$ cat config.mk
export PLATFORM = sky130hd
export DESIGN_NAME = qmn_root_step
export DESIGN_NICKNAME = d
export VERILOG_FILES = /design/src/quaternion_multiply_normalize_assert.svh /design/src/qmn_pkg.sv /design/src/qmn_root_step.sv
export SDC_FILE = /design/constraint.sdc
export NUM_CORES = 2
export LEC_CHECK = 0
export BUFFER_PORTS_ARGS = -buffer_cell sky130_fd_sc_hd__clkbuf_2
export CORE_AREA = 2 2 767 769
export DETAILED_ROUTE_END_ITERATION = 10
export DIE_AREA = 0 0 769 771
export GPL_TIMING_DRIVEN = 0
export PLACE_DENSITY = 0.3
export SYNTH_ARGS = -nofsm -noshare
export SYNTH_HDL_FRONTEND = slang
export SYNTH_SLANG_ARGS = --single-unit
export TNS_END_PERCENT = 50
$ cat constraint.sdc
create_clock -name clk -period 0.8 [get_ports clk]
set_clock_uncertainty 0.05 [all_clocks]
set_input_delay 0.08 -clock clk [delete_from_list [all_inputs] [get_ports clk]]
set_output_delay 0.08 -clock clk [all_outputs]
set_load 0.02 [all_outputs]
$ cat src/quaternion_multiply_normalize_assert.svh
// Assertion helpers for the normalized quaternion product.
// Each use expects clk and arst_n in scope.
`ifndef QUATERNION_MULTIPLY_NORMALIZE_ASSERT_SVH
`define QUATERNION_MULTIPLY_NORMALIZE_ASSERT_SVH

// Same-cycle implication
`define QMN_ASSERT_IMP(lbl, pre, post) \
	lbl: assert property (@(posedge clk) disable iff (!arst_n) (pre) |-> (post)) \
		else $error("qmn: assertion failed");

// Next-cycle implication
`define QMN_ASSERT_NXT(lbl, pre, post) \
	lbl: assert property (@(posedge clk) disable iff (!arst_n) (pre) |=> (post)) \
		else $error("qmn: assertion failed");

`endif

$ cat src/qmn_pkg.sv
`timescale 1ns / 1ps
package qmn_pkg;
	localparam int CW   = 16;   // component width, Q1.15
	localparam int PW   = 32;   // one Q2.30 product
	localparam int SUMW = 34;   // signed sum of four products
	localparam int MAGW = 33;   // magnitude of a sum
	localparam int HW   = 17;   // upper half of a magnitude
	localparam int LW   = 16;   // lower half of a magnitude
	localparam int SQW  = 65;   // square of a magnitude
	localparam int SSW  = 67;   // sum of four squares
	localparam int WW   = 104;  // root recurrence width
	localparam int KW   = 17;   // root quotient digits
	localparam int NDIG = 17;   // digit stages

	typedef struct packed {
		logic signed [CW-1:0] left_w;
		logic signed [CW-1:0] left_x;
		logic signed [CW-1:0] left_y;
		logic signed [CW-1:0] left_z;
		logic signed [CW-1:0] right_w;
		logic signed [CW-1:0] right_x;
		logic signed [CW-1:0] right_y;
		logic signed [CW-1:0] right_z;
	} req_t;

	typedef struct packed {
		logic signed [CW-1:0] prod_w;
		logic signed [CW-1:0] prod_x;
		logic signed [CW-1:0] prod_y;
		logic signed [CW-1:0] prod_z;
		logic                 zero_norm;
	} rsp_t;

	// State of the quotient recurrence for all four lanes
	typedef struct packed {
		logic [3:0][WW-1:0] r;   // remaining 2^32*c^2 - k^2*S
		logic [3:0][WW-1:0] p;   // k*S
		logic [3:0][KW-1:0] k;   // quotient so far
		logic [3:0]         neg; // component sign
		logic [SSW-1:0]     s;   // squared norm
	} root_t;
endpackage

$ cat src/qmn_root_step.sv
`timescale 1ns / 1ps
module qmn_root_step #(
	parameter int J = 0
) (
	input  logic           clk,
	input  logic           arst_n,
	input  logic           en,
	input  logic           in_valid,
	input  qmn_pkg::root_t in_root,
	output logic           out_valid,
	output qmn_pkg::root_t out_root
);
	import qmn_pkg::*;

	logic [WW-1:0] trial [4];
	logic [WW-1:0] s_w;
	root_t         nxt;

	// Try setting quotient bit J: (k+2^J)^2*S - k^2*S = 2^(J+1)*k*S + 2^(2J)*S
	always_comb begin
		s_w = WW'(in_root.s);
		nxt = in_root;
		for (int i = 0; i < 4; i++) begin
			trial[i] = (in_root.p[i] << (J+1)) + (s_w << (2*J));
			if (in_root.r[i] >= trial[i]) begin
				nxt.r[i]    = in_root.r[i] - trial[i];
				nxt.p[i]    = in_root.p[i] + (s_w << J);
				nxt.k[i][J] = 1'b1;
			end
		end
	end

	always_ff @(posedge clk) begin
		if (en) begin
			out_root <= nxt;
		end
	end

	always_ff @(posedge clk or negedge arst_n) begin
		if (!arst_n) begin
			out_valid <= 1'b0;
		end else if (en) begin
			out_valid <= in_valid;
		end
	end
endmodule

# Word-level counts from Yosys, hierarchy flattened
# Index checks and enable logic that the tools add are counted.
[word_totals]
reg_bits = 972
inputBits = 975
[op_classes]
magnitude_cmp = 4
n_addsub = 12
muxes = 8
[ops]
columns = ["cell", "n"]
rows = [
  ["$add 104x67->104", 8],
  ["$mux 104", 8],
  ["$ge 104x104->1", 4],
  ["$sub 104x104->104", 4],
]

# Logic depth before layout (Yosys ltp)
[depth]
word_depth = 3
ltp_mapped = 32

# Least setup slack after synthesis
# Ideal clock, no wire load.
[synth_path]
kind = "input to register"
startpoint = "input port in_root[1] in the netlist's numbering"
endpoint = "register out_root[295] in the netlist's numbering, data pin"
required_time_ps = 490
arrival_ps = 6112
slack_ps = -5622
cell_stages = 28
path_cell_list = "ha_1 fa_1 a211oi_1 nor2_1 o311a_1 nor3b_1 nor4_1 or2_2 nand3_1 nand3_1 a31o_2 a211oi_2 clkbuf_1 nor3_1 xnor2_1 ha_1 clkbuf_1 nand2_1 or3_1 nor4_1 o21ai_0 nand2b_1 o31a_1 a21o_1 o21a_1 clkbuf_1 clkbuf_1 mux2_2"
[synth_rtl]
columns = ["item", "line", "rtl"]
rows = [
  ["from (decl)", "qmn_root_step.sv:9", "input qmn_pkg::root_t in_root,"],
  ["to (signal assigned)", "qmn_root_step.sv:35", "out_root <= nxt;"],
  ["to (decl)", "qmn_root_step.sv:11", "output qmn_pkg::root_t out_root"],
]

==> impl_metrics.py <==
metrics = {
    "clocking": {
        "clock_sinks": 972,
        "clk_pin_slew_ns": 0.06,
        "htree_levels": 4,
        "tritoncts": "built",
        "clockRootBuffer": "clkbuf_16",
        "clk_latency_ns": 0.90,
        "cts_made_buffers": 153,
        "cts_buffer_depth": 4,
    },
    "synth": {
        "ys_ff_latch": 972,
        "syn_area_um2": 98600,
        "synth_warnings": 0,
        "yosys.cell_count.top_type": "nand2_1",
        "synth_top_cell_by_area": "edfxtp_1",
        "synth-main-ff-cell": "edfxtp_1",
        "ys_types": 94,
        "yosys.area.top_type_share_pct": 29.6,
        "syn_avg_cell_area_um2": 8.20,
        "async_reset_ff_share_pct": 0.103,
        "yosysSeqAreaShare_pct": 29.6,
        "netlist_instances": 12000,
        "synth_nets": 14000,
        "synthTopCellsByArea": "edfxtp_1, ha_1, a21oi_1",
        "yosys-top-cells-count": "nand2_1, a21oi_1, o21ai_0",
        "synth_edf_count": 971,
    },
    "sta": {
        "fmax_mhz": 167,
        "drv_slew": 0,
        "finalCriticalPeriod_ns": 5.97,
        "tightest_slew_ns": 1.31,
        "setup_slack_ns": -5.17,
        "grt_setup_unrepaired": "yes",
        "hold_viol": 31,
        "fin_setup_tns_ns": -6286.37,
        "setup_violations": 2786,
        "slew_headroom_pct": 11.9,
        "min_period_over_period_pct": 746,
        "hold_slack_ns": -0.479,
    },
    "global_route": {
        "grt_max_degree": 94,
        "grt_pass1_wl_um": 995000,
        "grt_pass1_vias": 111000,
        "antenna_found_initial": 267,
        "grt_overflow_total": 0,
        "grt_use_total_pct": 24.2,
    },
    "power": {
        "pwr-share-clk_pct": 24.2,
        "p_sw_share_pct": 45.7,
        "seqPwrFrac_pct": 23.2,
        "p_switching_mw": 136,
        "ir_worst_vdd_mv": 1.52,
        "p_leak_nw": 62.3,
        "powerDensity_nw_per_um2": 1950,
        "pwr-share-comb_pct": 52.6,
        "p_int_mw": 162,
    },
    "place": {
        "hpwl_um": 596000,
        "dp_cells": 21700,
        "portBuffers": 1918,
        "place_congestion": 0.912,
        "pre_cts_slack_ns": -11.10,
    },
    "worst_setup_path": {
        "timing.rr.end": "out_valid",
        "critPathMaxStageDelay_ns": 0.47,
        "r2r_cells": 1,
        "endpoint_kind": "flop",
        "crit_path_max_fanout": 10,
        "cp.required_ns": 1.39,
        "criticalPathCategory": "input port to flop",
        "rrSetupSlack_ns": 0,
        "crit_path_start_kind": "input port",
        "r2r_start": "out_valid",
        "worstPathArrival_ns": 6.56,
        "path_common_cell": "o21ai_4",
        "crit_slowest_cell": "xor2_1",
    },
    "finish": {
        "final_cells": 23600,
        "drive_gt1_share_pct": 26.5,
        "area_growth_pct": 54.5,
        "finalNetCount": 17500,
    },
    "run_status": {
        "status": "finished with violations",
        "violations": "hold timing, setup timing",
    },
    "floorplanning": {
        "rows": 281,
        "dieWidth_um": 769,
        "die_h_um": 771,
        "die_area_um2": 593000,
        "initial_core_util_pct": 16.9,
        "coreArea_um2": 584000,
        "ioPinCount": 1947,
    },
    "routing": {
        "drc": 0,
        "ant_nets": 0,
        "vias": 112000,
        "dr.pass1.iters": 6,
        "wire_per_inst_um": 32.2,
        "via_per_inst": 4.75,
        "drt_iter0_drc": 8876,
        "totalWireLength_um": 762000,
    },
    "min_path": {
        "holdPathEnd": "out_root[139]",
        "min_path_cells": 2,
        "hp-class": "input port to flop",
        "hp-start": "in_root[139]",
    },
    "run": {
        "max_cap_violations": 0,
    },
}
==> final cells by class <==
type / instances / area [µm²]
buffer: 472 / 3730
tap: 7782 / 9740
antenna: 117 / 293
timing repair buffer: 3563 / 27900
sequential: 972 / 29200
clock inverter: 102 / 1160
fill: 64500 / 432000
multi-input combinational: 10100 / 75200
inverter: 311 / 1170
clock buffer: 176 / 3920
==> worst max path at each step <==
stage | cells after the start | end | start | slack [ns]
final | 33 | out_root[447] | in_root[9] | -5.17
after global routing | 31 | out_root[447] | in_root[1] | -5.28
after CTS | 31 | out_root[346] | in_root[27] | -5.21
after detailed placement | 29 | out_root[780] | in_root[4] | -11.10
after global placement | 2 | out_valid | en | -24.16
after floorplan | 29 | out_root[346] | in_root[1] | -4.79
==> worst max-delay path, delay by kind of cell <==
kind	cells	cell delay [ns]
compound gates	12	2.43
xor+xnor	2	0.69
fa+ha+maj	2	0.57
buf+inv	8	1.26
simple gates	9	1.44
==> layer usage <==
| metal | vias up | GRT usage [%] | share of wire (%) |
|---|---|---|---|
| li1 | 51900 | - | - |
| met1 | 55400 | 31.5 | 44 |
| met2 | 3734 | 40.0 | 46 |
| met3 | 976 | 4.39 | 5.8 |
| met4 | 102 | 8.90 | 4.6 |
| met5 | - | 0 | 0.081 |
==> power by group through the flow <==
stage / registers, mW / logic, mW / clock network (mW)
floorplan: 77.2 / 66.1 / 0
detailed placement: 70.1 / 129 / 0
global placement: 67.7 / 124 / 0
global route: 69.6 / 167 / 76.2
CTS: 69.2 / 148 / 74.9
finish: 69.1 / 156 / 72.1
==> per-stage QoR <==
step / area [µm²] / util, % / power (mW)
global placement: 119000 / 20.3 / 192
global route: 152000 / 26.0 / 313
CTS: 146000 / 25.0 / 292
floorplan: 99600 / - / 143
detailed placement: 119000 / 20.4 / 199
finish: 152000 / 26.1 / 298
==> layout by cell type, fill, tap and decap left out, types with 54 or more instances in the layout <==
| cell | instances |
|---|---|
| a21oi_4 | 66 |
| and2_1 | 74 |
| nor3_1 | 173 |
| a21oi_1 | 1141 |
| ha_1 | 767 |
| ha_2 | 63 |
| edfxtp_1 | 971 |
| xor2_1 | 472 |
| nor2b_1 | 114 |
| o21bai_1 | 220 |
| buf_12 | 83 |
| a21oi_2 | 104 |
| and3_1 | 121 |
| nand2_4 | 80 |
| xnor2_2 | 54 |
| o21ai_4 | 80 |
| nor2_1 | 693 |
| xnor2_1 | 588 |
| nand2b_1 | 109 |
| o21ai_1 | 75 |
| clkbuf_16 | 261 |
| o21a_1 | 92 |
| a21o_1 | 576 |
| nand4_1 | 355 |
| diode_2 | 117 |
| a31oi_1 | 106 |
| nand3_1 | 230 |
| dlygate4sd3_1 | 1159 |
| buf_4 | 331 |
| inv_1 | 307 |
| clkbuf_2 | 1880 |
| o21ai_0 | 891 |
| ha_4 | 118 |
| clkbuf_1 | 307 |
| nor2_2 | 59 |
| o21ai_2 | 120 |
| nand2_1 | 1356 |
==> kinds of logic (layout without fill, tap and decap cells) <==
kind of cell,after synthesis,in the layout,synth area share [%]
compound gates,4100,4101,25.4
xor+xnor,1185,1185,10.5
fa+ha+maj,960,960,12.3
buf+inv,926,4624,3.62
flops,972,972,29.6
mux,29,29,0.327
other cells,0,117,0
simple gates,3851,3852,18.3
==> flip-flops by register name (all words and copies together), names as in the netlist <==
signal and count:
out_valid 1, out_root 971
==> repair_timing <==
item,in CTS,in global routing
buffers inserted,248,163
endpoints found under the setup margin,2258,2782
gates resized for setup,1630,962
pin swaps,278,285
cloned,26,32
hold buffers,1159,5
hold endpoints to repair,1154,59
Power figures use the tool's default switching activity.
